<file path="src/rtl/core/rar_pkg.sv">
// Shared types and constants for the rational arithmetic and reduction block.
package rar_pkg;

  // Default width of one input numerator or denominator.
  localparam int WIDTH_DEF = 16;

  // Width of the operation selector.
  localparam int OP_BITS = 2;

  // Arithmetic operation carried with each input word.
  typedef enum logic [OP_BITS-1:0] {
    OP_ADD = 2'd0,
    OP_SUB = 2'd1,
    OP_MUL = 2'd2,
    OP_DIV = 2'd3
  } op_t;

  // Controller states.
  typedef enum logic [3:0] {
    ST_IDLE,
    ST_MUL_DEN,
    ST_MUL_T1,
    ST_MUL_T2,
    ST_COMBINE,
    ST_EUC_INIT,
    ST_REM_START,
    ST_REM_WAIT,
    ST_DIVN_START,
    ST_DIVN_WAIT,
    ST_DIVD_START,
    ST_DIVD_WAIT,
    ST_FINISH
  } state_t;

  // Which cross product the shared multiplier forms.
  typedef enum logic [1:0] {
    MS_DEN,
    MS_T1,
    MS_T2
  } mul_sel_t;

  // Which operand pair the shared divider receives.
  typedef enum logic [1:0] {
    DS_REM,
    DS_NUM,
    DS_DEN
  } div_sel_t;

  // Commands from the controller to the datapath.
  typedef struct packed {
    logic     load_in;
    logic     mul_en;
    mul_sel_t mul_sel;
    logic     combine;
    logic     euc_init;
    logic     div_start;
    div_sel_t div_sel;
    logic     rem_update;
    logic     store_num;
    logic     store_den;
    logic     out_load;
  } dp_cmd_t;

  // Status from the datapath to the controller.
  typedef struct packed {
    logic flag;
    logic pq_zero;
    logic div_busy;
    logic div_done;
    logic rem_zero;
  } dp_sts_t;

endpackage

</file>
<file path="src/rtl/core/rar_div.sv">
// Iterative signed divider, one quotient bit per cycle, truncating toward zero.
module rar_div #(
  parameter int BITS = 2 * rar_pkg::WIDTH_DEF + 1
) (
  input  logic                   clk,
  input  logic                   rst_n,
  input  logic                   start,
  input  logic signed [BITS-1:0] dividend,
  input  logic signed [BITS-1:0] divisor,
  output logic                   busy,
  output logic                   done,
  output logic signed [BITS-1:0] quo,
  output logic signed [BITS-1:0] rem
);
  import rar_pkg::*;

  localparam int CNT_W = $clog2(BITS + 1);

  logic             busy_r;
  logic             done_r;
  logic [CNT_W-1:0] cnt_r;
  logic             negq_r;
  logic             negr_r;
  logic [BITS-1:0]  dvsr_r;
  logic [BITS:0]    part_r;
  logic [BITS-1:0]  quo_r;
  logic [BITS-1:0]  quo_out_r;
  logic [BITS-1:0]  rem_out_r;

  logic [BITS-1:0]  a_mag;
  logic [BITS-1:0]  b_mag;
  logic [BITS:0]    shifted;
  logic [BITS:0]    diff;
  logic             fits;

  // Magnitudes of the operands at start.
  assign a_mag = dividend[BITS-1] ? (~dividend + 1'b1) : dividend;
  assign b_mag = divisor[BITS-1] ? (~divisor + 1'b1) : divisor;

  // One restoring step: bring in the next dividend bit and try the subtract.
  assign shifted = {part_r[BITS-1:0], quo_r[BITS-1]};
  assign diff    = shifted - {1'b0, dvsr_r};
  assign fits    = ~diff[BITS];

  // Sequencing of the bit loop.
  always_ff @(posedge clk) begin
    if (!rst_n) begin
      busy_r <= 1'b0;
      done_r <= 1'b0;
      cnt_r  <= '0;
    end else if (start) begin
      busy_r <= 1'b1;
      done_r <= 1'b0;
      cnt_r  <= CNT_W'(BITS);
    end else if (busy_r && (cnt_r != '0)) begin
      cnt_r  <= cnt_r - 1'b1;
    end else if (busy_r) begin
      busy_r <= 1'b0;
      done_r <= 1'b1;
    end else begin
      done_r <= 1'b0;
    end
  end

  // Partial remainder, quotient and the final sign fix.
  always_ff @(posedge clk) begin
    if (start) begin
      dvsr_r <= b_mag;
      part_r <= '0;
      quo_r  <= a_mag;
      negq_r <= dividend[BITS-1] ^ divisor[BITS-1];
      negr_r <= dividend[BITS-1];
    end else if (busy_r && (cnt_r != '0)) begin
      part_r <= fits ? diff : shifted;
      quo_r  <= {quo_r[BITS-2:0], fits};
    end else if (busy_r) begin
      quo_out_r <= negq_r ? (~quo_r + 1'b1) : quo_r;
      rem_out_r <= negr_r ? (~part_r[BITS-1:0] + 1'b1) : part_r[BITS-1:0];
    end
  end

  assign busy = busy_r;
  assign done = done_r;
  assign quo  = $signed(quo_out_r);
  assign rem  = $signed(rem_out_r);

`ifndef SYNTHESIS
  // A result is only announced at the end of a running division.
  a_done_after_busy: assert property (@(posedge clk) disable iff (!rst_n)
    done_r |-> $past(busy_r))
    else $error("divider done without a preceding busy phase");
`endif

endmodule

</file>
<file path="src/rtl/core/rar_dp.sv">
// Datapath: operand registers, shared multiplier, Euclid registers and divider.
module rar_dp #(
  parameter int WIDTH = rar_pkg::WIDTH_DEF
) (
  input  logic                      clk,
  input  logic                      rst_n,
  input  rar_pkg::op_t              in_op,
  input  logic signed [WIDTH-1:0]   in_a_num,
  input  logic signed [WIDTH-1:0]   in_a_den,
  input  logic signed [WIDTH-1:0]   in_b_num,
  input  logic signed [WIDTH-1:0]   in_b_den,
  input  rar_pkg::dp_cmd_t          cmd,
  output rar_pkg::dp_sts_t          sts,
  output logic signed [2*WIDTH:0]   res_num,
  output logic signed [2*WIDTH-1:0] res_den,
  output logic                      div_by_zero
);
  import rar_pkg::*;

  localparam int NUM_W = 2 * WIDTH + 1;
  localparam int DEN_W = 2 * WIDTH;

  op_t                     op_r;
  logic signed [WIDTH-1:0] an_r, ad_r, bn_r, bd_r;
  logic                    flag_r;
  logic signed [DEN_W-1:0] den_r, t1_r, t2_r;
  logic signed [NUM_W-1:0] num_r;
  logic signed [NUM_W-1:0] p_r, q_r, f_r;
  logic signed [NUM_W-1:0] rnum_r;
  logic signed [DEN_W-1:0] rden_r;
  logic signed [NUM_W-1:0] onum_r;
  logic signed [DEN_W-1:0] oden_r;
  logic                    oflag_r;

  logic signed [WIDTH-1:0] mul_a, mul_b;
  logic signed [DEN_W-1:0] mul_ax, mul_bx, prod;
  logic signed [NUM_W-1:0] t1_x, t2_x, den_x, comb_num;
  logic signed [NUM_W-1:0] div_a, div_b, div_quo, div_rem;
  logic                    div_busy, div_done;

  // Input capture; a zero denominator counts as one.
  always_ff @(posedge clk) begin
    if (cmd.load_in) begin
      op_r   <= in_op;
      an_r   <= in_a_num;
      ad_r   <= (in_a_den == '0) ? WIDTH'(1) : in_a_den;
      bn_r   <= in_b_num;
      bd_r   <= (in_b_den == '0) ? WIDTH'(1) : in_b_den;
      flag_r <= (in_op == OP_DIV) && (in_b_num == '0);
    end
  end

  // Operand selection for the shared multiplier.
  always_comb begin
    mul_a = ad_r;
    mul_b = bd_r;
    unique case (cmd.mul_sel)
      MS_DEN: begin
        mul_a = ad_r;
        mul_b = (op_r == OP_DIV) ? bn_r : bd_r;
      end
      MS_T1: begin
        mul_a = an_r;
        mul_b = (op_r == OP_MUL) ? bn_r : bd_r;
      end
      MS_T2: begin
        mul_a = bn_r;
        mul_b = ad_r;
      end
      default: begin
        mul_a = ad_r;
        mul_b = bd_r;
      end
    endcase
  end

  assign mul_ax = {{WIDTH{mul_a[WIDTH-1]}}, mul_a};
  assign mul_bx = {{WIDTH{mul_b[WIDTH-1]}}, mul_b};
  assign prod   = mul_ax * mul_bx;

  // Cross products land in their own registers.
  always_ff @(posedge clk) begin
    if (cmd.mul_en) begin
      case (cmd.mul_sel)
        MS_DEN:  den_r <= prod;
        MS_T1:   t1_r  <= prod;
        default: t2_r  <= prod;
      endcase
    end
  end

  // Numerator from the cross products.
  assign t1_x  = {t1_r[DEN_W-1], t1_r};
  assign t2_x  = {t2_r[DEN_W-1], t2_r};
  assign den_x = {den_r[DEN_W-1], den_r};

  always_comb begin
    case (op_r)
      OP_ADD:  comb_num = t1_x + t2_x;
      OP_SUB:  comb_num = t1_x - t2_x;
      default: comb_num = t1_x;
    endcase
  end

  always_ff @(posedge clk) begin
    if (cmd.combine) begin
      num_r <= comb_num;
    end
  end

  // Euclid pair (p, q) and the common factor f.
  always_ff @(posedge clk) begin
    if (cmd.euc_init) begin
      p_r <= den_x;
      q_r <= num_r;
      f_r <= NUM_W'(1);
    end else if (cmd.rem_update) begin
      if (div_rem == '0) begin
        f_r <= q_r;
      end else begin
        p_r <= q_r;
        q_r <= div_rem;
      end
    end
  end

  // Operand pair for the shared divider.
  always_comb begin
    div_a = p_r;
    div_b = q_r;
    unique case (cmd.div_sel)
      DS_REM: begin
        div_a = p_r;
        div_b = q_r;
      end
      DS_NUM: begin
        div_a = num_r;
        div_b = f_r;
      end
      DS_DEN: begin
        div_a = den_x;
        div_b = f_r;
      end
      default: begin
        div_a = p_r;
        div_b = q_r;
      end
    endcase
  end

  rar_div #(
    .BITS (NUM_W)
  ) u_div (
    .clk      (clk),
    .rst_n    (rst_n),
    .start    (cmd.div_start),
    .dividend (div_a),
    .divisor  (div_b),
    .busy     (div_busy),
    .done     (div_done),
    .quo      (div_quo),
    .rem      (div_rem)
  );

  // Reduced parts.
  always_ff @(posedge clk) begin
    if (cmd.store_num) begin
      rnum_r <= div_quo;
    end
    if (cmd.store_den) begin
      rden_r <= div_quo[DEN_W-1:0];
    end
  end

  // Output word; a divide by a zero fraction gives 0/1.
  always_ff @(posedge clk) begin
    if (cmd.out_load) begin
      onum_r  <= flag_r ? '0 : rnum_r;
      oden_r  <= (flag_r || (rden_r == '0)) ? DEN_W'(1) : rden_r;
      oflag_r <= flag_r;
    end
  end

  assign sts.flag     = flag_r;
  assign sts.pq_zero  = (den_r == '0) || (num_r == '0);
  assign sts.div_busy = div_busy;
  assign sts.div_done = div_done;
  assign sts.rem_zero = (div_rem == '0);

  assign res_num     = onum_r;
  assign res_den     = oden_r;
  assign div_by_zero = oflag_r;

endmodule

</file>
<file path="src/rtl/core/rar_ctrl.sv">
// Controller: sequences products, the Euclid loop and the final divisions.
module rar_ctrl (
  input  logic              clk,
  input  logic              rst_n,
  input  logic              in_tvalid,
  output logic              in_tready,
  output logic              out_tvalid,
  input  logic              out_tready,
  input  rar_pkg::dp_sts_t  sts,
  output rar_pkg::dp_cmd_t  cmd
);
  import rar_pkg::*;

  state_t state_r, state_nxt;
  logic   out_valid_r, out_valid_nxt;
  logic   slot_free;

  // The output register can take a new word when empty or being drained.
  assign slot_free = !out_valid_r || out_tready;

  always_ff @(posedge clk) begin
    if (!rst_n) begin
      state_r     <= ST_IDLE;
      out_valid_r <= 1'b0;
    end else begin
      state_r     <= state_nxt;
      out_valid_r <= out_valid_nxt;
    end
  end

  // Next state.
  always_comb begin
    state_nxt = state_r;
    unique case (state_r)
      ST_IDLE:       if (in_tvalid) state_nxt = ST_MUL_DEN;
      ST_MUL_DEN:    state_nxt = ST_MUL_T1;
      ST_MUL_T1:     state_nxt = ST_MUL_T2;
      ST_MUL_T2:     state_nxt = ST_COMBINE;
      ST_COMBINE:    state_nxt = ST_EUC_INIT;
      ST_EUC_INIT: begin
        if (sts.flag) begin
          state_nxt = ST_FINISH;
        end else if (sts.pq_zero) begin
          state_nxt = ST_DIVN_START;
        end else begin
          state_nxt = ST_REM_START;
        end
      end
      ST_REM_START:  state_nxt = ST_REM_WAIT;
      ST_REM_WAIT: begin
        if (sts.div_done) begin
          state_nxt = sts.rem_zero ? ST_DIVN_START : ST_REM_START;
        end
      end
      ST_DIVN_START: state_nxt = ST_DIVN_WAIT;
      ST_DIVN_WAIT:  if (sts.div_done) state_nxt = ST_DIVD_START;
      ST_DIVD_START: state_nxt = ST_DIVD_WAIT;
      ST_DIVD_WAIT:  if (sts.div_done) state_nxt = ST_FINISH;
      ST_FINISH:     if (slot_free) state_nxt = ST_IDLE;
      default:       state_nxt = ST_IDLE;
    endcase
  end

  // Commands and handshake outputs.
  always_comb begin
    cmd           = '0;
    cmd.mul_sel   = MS_DEN;
    cmd.div_sel   = DS_REM;
    in_tready     = 1'b0;
    out_valid_nxt = out_valid_r && !out_tready;
    unique case (state_r)
      ST_IDLE: begin
        in_tready   = 1'b1;
        cmd.load_in = in_tvalid;
      end
      ST_MUL_DEN: begin
        cmd.mul_en  = 1'b1;
        cmd.mul_sel = MS_DEN;
      end
      ST_MUL_T1: begin
        cmd.mul_en  = 1'b1;
        cmd.mul_sel = MS_T1;
      end
      ST_MUL_T2: begin
        cmd.mul_en  = 1'b1;
        cmd.mul_sel = MS_T2;
      end
      ST_COMBINE:    cmd.combine = 1'b1;
      ST_EUC_INIT:   cmd.euc_init = 1'b1;
      ST_REM_START: begin
        cmd.div_start = 1'b1;
        cmd.div_sel   = DS_REM;
      end
      ST_REM_WAIT:   cmd.rem_update = sts.div_done;
      ST_DIVN_START: begin
        cmd.div_start = 1'b1;
        cmd.div_sel   = DS_NUM;
      end
      ST_DIVN_WAIT:  cmd.store_num = sts.div_done;
      ST_DIVD_START: begin
        cmd.div_start = 1'b1;
        cmd.div_sel   = DS_DEN;
      end
      ST_DIVD_WAIT:  cmd.store_den = sts.div_done;
      ST_FINISH: begin
        cmd.out_load = slot_free;
        if (slot_free) begin
          out_valid_nxt = 1'b1;
        end
      end
      default: begin
        in_tready = 1'b0;
      end
    endcase
  end

  assign out_tvalid = out_valid_r;

`ifndef SYNTHESIS
  // The divider is never restarted while a division runs.
  a_no_start_busy: assert property (@(posedge clk) disable iff (!rst_n)
    cmd.div_start |-> !sts.div_busy)
    else $error("divider started while busy");

  // A new result never overwrites a word still waiting on the output.
  a_no_overwrite: assert property (@(posedge clk) disable iff (!rst_n)
    cmd.out_load |-> (!out_valid_r || out_tready))
    else $error("output word overwritten before it was taken");

  // An accepted word cannot produce a result in the very next cycle.
  a_no_early_out: assert property (@(posedge clk) disable iff (!rst_n)
    (in_tvalid && in_tready && !out_valid_r) |=> !out_valid_r)
    else $error("result appeared too early after accept");
`endif

endmodule

</file>
<file path="src/rtl/core/rational_arith_reduce.sv">
// Top level: fraction add, subtract, multiply or divide with reduction by Euclid's loop.
//
// Each input word carries two fractions and an operation. The block forms the
// cross products on one shared multiplier, then finds a common factor by
// Euclid's truncating remainder loop and divides both parts by it. All
// remainders and both final divisions run on one shared bit-serial divider
// of 2*WIDTH+1 bits. A divide by a zero fraction skips the remainder loop
// and both divisions. One item is worked on at a time; the finished word
// sits in an output register, so the next input word is taken while it
// waits. The factor may be negative, in which case both result signs flip;
// the denominator is not normalized to be positive.
module rational_arith_reduce #(
  parameter int WIDTH = rar_pkg::WIDTH_DEF
) (
  input  logic                                     clk,
  input  logic                                     rst_n,
  // in_tdata fields, low to high: a_num, a_den, b_num, b_den
  input  logic [((4 * WIDTH + 7) / 8) * 8 - 1:0]   in_tdata,
  // in_tuser fields: operation
  input  logic [rar_pkg::OP_BITS-1:0]              in_tuser,
  input  logic                                     in_tvalid,
  output logic                                     in_tready,
  // out_tdata fields, low to high: res_num, res_den, zero fill
  output logic [((4 * WIDTH + 8) / 8) * 8 - 1:0]   out_tdata,
  // out_tuser fields: div_by_zero
  output logic                                     out_tuser,
  output logic                                     out_tvalid,
  input  logic                                     out_tready
);
  import rar_pkg::*;

  localparam int NUM_W       = 2 * WIDTH + 1;
  localparam int DEN_W       = 2 * WIDTH;
  localparam int OUT_TDATA_W = ((4 * WIDTH + 8) / 8) * 8;

  dp_cmd_t                 cmd;
  dp_sts_t                 sts;
  logic signed [NUM_W-1:0] res_num;
  logic signed [DEN_W-1:0] res_den;
  logic                    div_by_zero;

  rar_ctrl u_ctrl (
    .clk        (clk),
    .rst_n      (rst_n),
    .in_tvalid  (in_tvalid),
    .in_tready  (in_tready),
    .out_tvalid (out_tvalid),
    .out_tready (out_tready),
    .sts        (sts),
    .cmd        (cmd)
  );

  rar_dp #(
    .WIDTH (WIDTH)
  ) u_dp (
    .clk         (clk),
    .rst_n       (rst_n),
    .in_op       (op_t'(in_tuser)),
    .in_a_num    ($signed(in_tdata[WIDTH-1:0])),
    .in_a_den    ($signed(in_tdata[2*WIDTH-1:WIDTH])),
    .in_b_num    ($signed(in_tdata[3*WIDTH-1:2*WIDTH])),
    .in_b_den    ($signed(in_tdata[4*WIDTH-1:3*WIDTH])),
    .cmd         (cmd),
    .sts         (sts),
    .res_num     (res_num),
    .res_den     (res_den),
    .div_by_zero (div_by_zero)
  );

  // Output word packing.
  assign out_tdata = OUT_TDATA_W'({res_den, res_num});
  assign out_tuser = div_by_zero;

`ifndef SYNTHESIS
  // A delivered denominator is never zero.
  a_den_nonzero: assert property (@(posedge clk) disable iff (!rst_n)
    out_tvalid |-> (res_den != '0))
    else $error("result denominator is zero");
`endif

endmodule

</file>
<file path="config.mk">
export PLATFORM = sky130hd
export DESIGN_NAME = rational_arith_reduce
export DESIGN_NICKNAME = d
export VERILOG_FILES = /design/src/rtl/core/rar_pkg.sv /design/src/rtl/core/rar_div.sv /design/src/rtl/core/rar_dp.sv /design/src/rtl/core/rar_ctrl.sv /design/src/rtl/core/rational_arith_reduce.sv
export SDC_FILE = /design/constraint.sdc
export NUM_CORES = 2
export LEC_CHECK = 0
export BUFFER_PORTS_ARGS = -buffer_cell sky130_fd_sc_hd__buf_2
export CAP_MARGIN = 20
export CELL_PAD_IN_SITES_DETAIL_PLACEMENT = 1
export CELL_PAD_IN_SITES_GLOBAL_PLACEMENT = 1
export CORE_MARGIN = 3
export CORE_UTILIZATION = 44
export DETAILED_ROUTE_END_ITERATION = 6
export HOLD_SLACK_MARGIN = 0.15
export PLACE_DENSITY_LB_ADDON = 0.1
export SETUP_SLACK_MARGIN = 0.3
export SLEW_MARGIN = 20
export SYNTH_ARGS = -nofsm -noshare
export SYNTH_HDL_FRONTEND = slang
export SYNTH_HIERARCHICAL = 1
export SYNTH_SLANG_ARGS = --single-unit
export TNS_END_PERCENT = 100
</file>
<file path="constraint.sdc">
create_clock -name clk -period 9.1 [get_ports clk]
set_clock_uncertainty 0.1 [all_clocks]
set_input_delay 0.455 -clock clk [delete_from_list [all_inputs] [get_ports clk]]
set_output_delay 0.455 -clock clk [all_outputs]
set_load 0.02 [all_outputs]
</file>
## Yosys cells after proc, flatten, opt, wreduce, memory -nomap -nowiden

Index checks and enable logic that the tools add are counted.

| operators by class | value |
|---|---|
| $add $sub $neg | 8 |
| multipliers | 1 |
| equal/unequal tests | 27 |
| mux-type cells | 46 |
| bitwise logic cells | 10 |
| reduce and logical (&&, ||, !) cells | 31 |

Operators with widths:

| operator | count |
|---|---|
| two-way mux 33 bit | 13 |
| adder 33 x 1 -> 33 bit (second input constant) | 4 |
| NOT 33 bit | 4 |
| case mux 33 bit (2 select lines) | 2 |
| zero test 33 bit | 2 |
| zero test 32 bit | 2 |
| case mux 4 bit (13 select lines) | 1 |
| zero test 16 bit | 3 |
| case mux 16 bit (3 select lines) | 1 |
| subtractor 34 x 33 -> 34 bit | 1 |
| adder 32 x 32 -> 33 bit | 1 |
| subtractor 32 x 32 -> 33 bit | 1 |
| multiplier 16 x 16 -> 32 bit | 1 |
| two-way mux 16 bit | 2 |
| two-way mux 32 bit | 1 |
| two-way mux 4 bit | 8 |
| case mux 16 bit (2 select lines) | 1 |
| == test 4 bit (second input constant) | 5 |
| case mux 3 bit (3 select lines) | 2 |
| == test 4 x 3 -> 1 bit (second input constant) | 4 |
| two-way mux 1 bit | 13 |
| two-way mux 6 bit | 2 |
| == test 2 bit (second input constant) | 5 |
| AND reduction 2 bit | 5 |
| other kinds (18) | 39 |

| storage, ports and cells | value |
|---|---|
| flip-flop bits (word level) | 606 |

## Logic depth before layout (Yosys ltp)

| logic depth | value |
|---|---|
| word-level depth | 8 |
| gate-level depth with buffers | 35 |
| mapped depth without buffers | 32 |

## Modules after synthesis

The synthesis kept the hierarchy.

Modules (own cells, without submodules):

| module | instances | cells each | area each (um^2) | sequential area each (um^2) |
|---|---|---|---|---|
| rar_dp | 1 | 2598 | 29026.6 | 12462.0 |
| rar_div | 1 | 1086 | 10570.1 | 4844.6 |
| rar_ctrl | 1 | 67 | 473.0 | 100.1 |
| rational_arith_reduce | 1 | 8 | 56.3 | 0.0 |

## Worst setup path before layout

No wires, ideal clock.

| timing | value |
|---|---|
| path type | register -> register |
| from | register u_ctrl.state_r[1] |
| to | register u_dp.den_r[30], data pin |
| setup time | 277 ps |
| arrival | 7638 ps |
| path slack | 1085 ps |
| cell stages (with the launch flop) | 33 |
| clock period less this slack | 8015 ps |
| cells stage by stage | dfxtp_1 -> buf_2 -> nand2b_1 -> nor3_1 -> inv_1 -> ha_1 -> clkbuf_1 -> a221o_1 -> nor2_1 -> nor2_1 -> o22ai_1 -> clkbuf_1 -> nor2_1 -> fa_1 -> inv_1 -> fa_1 -> fa_1 -> fa_1 -> inv_1 -> fa_1 -> inv_1 -> fa_1 -> inv_1 -> ha_1 -> a21oi_1 -> nand2_1 -> a211oi_1 -> or3_1 -> a2bb2oi_1 -> a21oi_1 -> a211oi_1 -> o31ai_1 -> xor2_1 |

RTL lines:

| what | RTL line | RTL |
|---|---|---|
| start, declared | rar_ctrl.sv:14 | `state_t state_r, state_nxt;` |
| start signal, assigned | rar_ctrl.sv:26 | `state_r <= state_nxt;` |
| end signal, assigned | rar_dp.sv:85 | `MS_DEN: den_r <= prod;` |
| end, declared | rar_dp.sv:26 | `logic signed [DEN_W-1:0] den_r, t1_r, t2_r;` |

==> flow_metrics.env <==
export IMPL_status="finished, final reports clean"
export IMPL_routed_wl_um=116000
export IMPL_hp_class="reg -> reg"
export IMPL_rr_worst_depth=31
export IMPL_first_pass_iters=5
export IMPL_cts_buffers=71
export IMPL_synthCells=3758
export IMPL_fin_nets=4435
export IMPL_timing_max_transition_violations_final=0
export IMPL_setup_violations=0
export IMPL_num_vias=28784
export IMPL_r2r_end="u_dp/den_r[30]$_DFFE_PP_"
export IMPL_gp_congestion=0.861
export IMPL_path_clk_slew_ns=0.06
export IMPL_rows=110
export IMPL_drtIter0Drc=2037
export IMPL_rsz0062_at_grt="no"
export IMPL_dieHeight_um=308
export IMPL_min_period_over_period_pct=91.9
export IMPL_ant_nets=0
export IMPL_antenna_found_initial=7
export IMPL_cp_buffers_inverters=7
export IMPL_setup_worst_path_end_class="register"
export IMPL_slowest_delay_ns=0.55
export IMPL_cts_root_buf="clkbuf_16"
export IMPL_grt_pass1_wl_um=180000
export IMPL_io_pins=145
export IMPL_track_usage_pct=24.6
export IMPL_hold_end="u_dp/rnum_r[32]$_DFFE_PP_"
export IMPL_grt_max_degree=73
export IMPL_fmax_mhz=120
export IMPL_start_util_pct=44.5
export IMPL_period_needed_ns=8.37
export IMPL_synth_area_um2=40100
export IMPL_crit_arrival_ns=8.69
export IMPL_drc=0
export IMPL_syn_area_per_cell_um2=10.7
export IMPL_wl_per_cell_um=22.3
export IMPL_worstMarginPinSlew_ns=1.07
export IMPL_clock_sinks=606
export IMPL_cp_slowest_cell="fa_1"
export IMPL_finalHoldViolations=0
export IMPL_grt_pass1_vias=30557
export IMPL_holdPathStages=0
export IMPL_die_x_um=308
export IMPL_cp_max_fo=16
export IMPL_cts_buffer_depth=3
export IMPL_crit_type="reg -> reg"
export IMPL_crit_family="adder cells"
export IMPL_numPortBuffers=137
export IMPL_cp_common_cell="fa_1"
export IMPL_ys_warn_count=6
export IMPL_slew_headroom_pct=28.2
export IMPL_cts_tree="yes"
export IMPL_die_area_um2=94800
export IMPL_crit_path_start_kind="register"
export IMPL_core_um2=90100
export IMPL_r2r_start="u_ctrl/state_r[3]$_SDFFE_PN0P_"
export IMPL_htree_levels=3
export IMPL_viasPerCell=5.56
export IMPL_maxCapViolCount=0
export IMPL_n_fill_cell=9787
export IMPL_grt_overflow=0
export IMPL_worstPathRequired_ns=9.42
export IMPL_syn_to_final_growth_pct=13.3
export IMPL_worstHoldStart="u_dp/u_div/quo[32]$_DFFE_PP_"
export IMPL_hpwl_um=87800
export IMPL_drive_gt1_share_pct=12.9
export IMPL_ff2ff_setup_slack_ns=0.73
export IMPL_insertion_delay_ns=0.63
export IMPL_tns_ns=0
## worst reg2reg max path: cells and delay by family (launching register included)
family / cells / cell delay (ns)
adders and majority gates: 8 / 3.58
AOI/OAI and AO/OA: 8 / 1.69
and+or+nand+nor: 7 / 1.40
buffers and inverters: 7 / 0.82
DFF: 1 / 0.31
xor gates and xnor gates: 1 / 0.26
## layer usage
| layer | vias up | global-route usage, % | wire [µm] |
|---|---|---|---|
| li1 | 13373 | - | - |
| met1 | 14664 | 31.8 | 49300 |
| met2 | 585 | 43.1 | 58000 |
| met3 | 162 | 3.01 | 4620 |
| met4 | 0 | 8.11 | 3740 |
| met5 | - | 0 | 0 |
## area by class of cell
cell class	instances	area (µm²)	area share (%)
inverters	386	1450	3.19
clock inverters	38	444	0.978
flip-flops and latches	606	17400	38.3
clock buffers	91	1950	4.30
diodes	7	17.5	0.0385
multi-input cells	2582	20600	45.4
well taps	1176	1470	3.24
repair buffers	294	2060	4.54
## registers in the layout, summed over array words and instances (netlist names), 33 cells and up
signal	flops
u_dp/f_r	33
u_dp/num_r	33
u_dp/p_r	33
u_dp/q_r	33
u_dp/res_num	33
u_dp/rnum_r	33
u_dp/u_div/dvsr_r	33
u_dp/u_div/part_r	33
u_dp/u_div/quo	33
u_dp/u_div/quo_r	33
u_dp/u_div/rem	33
## how the worst max path moves through the flow
stage / from / end / slack [ns] / cells past startpoint
2_1_floorplan: u_ctrl/state_r[1]$_SDFFE_PN0P_ / u_dp/den_r[30]$_DFFE_PP_ / 1.09 / 32
3_3_place_gp: u_ctrl/state_r[3]$_SDFFE_PN0P_ / u_dp/den_r[30]$_DFFE_PP_ / 0.64 / 29
3_5_place_dp: u_ctrl/state_r[3]$_SDFFE_PN0P_ / u_dp/t2_r[30]$_DFFE_PP_ / 0.37 / 29
4_1_cts: u_ctrl/state_r[3]$_SDFFE_PN0P_ / u_dp/den_r[30]$_DFFE_PP_ / 0.31 / 29
5_1_grt: u_ctrl/state_r[3]$_SDFFE_PN0P_ / u_dp/den_r[30]$_DFFE_PP_ / 0.31 / 31
6_report: u_ctrl/state_r[3]$_SDFFE_PN0P_ / u_dp/den_r[30]$_DFFE_PP_ / 0.73 / 31
## placed cells by master (no fill, tap or decap), drive strengths merged, types with 34 or more instances in the layout
cell type / count
xor2: 85
clkbuf: 91
and2: 52
mux2: 114
nand2b: 50
a22oi: 49
nor2b: 55
nor4: 57
dlygate4sd3: 69
edfxtp: 527
a21oi: 188
nor3: 39
a21o: 51
o31ai: 47
inv: 388
dfxtp: 79
nand2: 378
xnor2: 165
a31oi: 34
fa: 264
o21ai: 184
ha: 160
nand3: 37
nor2: 282
buf: 225
## metrics by stage
step | setup slack (ns) | cells | cell area, µm² | hold WS, ns | utilization (%)
finish | 0.734 | 5180 | 45400 | 0.326 | 50.4
detailed placement | 0.368 | 4973 | 42300 | 0.317 | 46.9
CTS | 0.308 | 5171 | 45300 | 0.330 | 50.3
floorplan | 1.09 | 3764 | 40100 | 0.300 | -
global placement | 0.637 | 4973 | 42300 | 0.309 | 46.9
global route | 0.311 | 5179 | 45400 | 0.341 | 50.4
## timing repair
| item | CTS | global route |
|---|---|---|
| gates resized for setup | 0 | 11 |
| setup endpoints to repair | 0 | 36 |
| hold buffers | 69 | 0 |
| setup buffers | 0 | 0 |
| endpoints found under the hold margin | 73 | 0 |
Power is not shown: default switching activity piles up to over one toggle a cycle in this logic, so the estimate is an artifact.
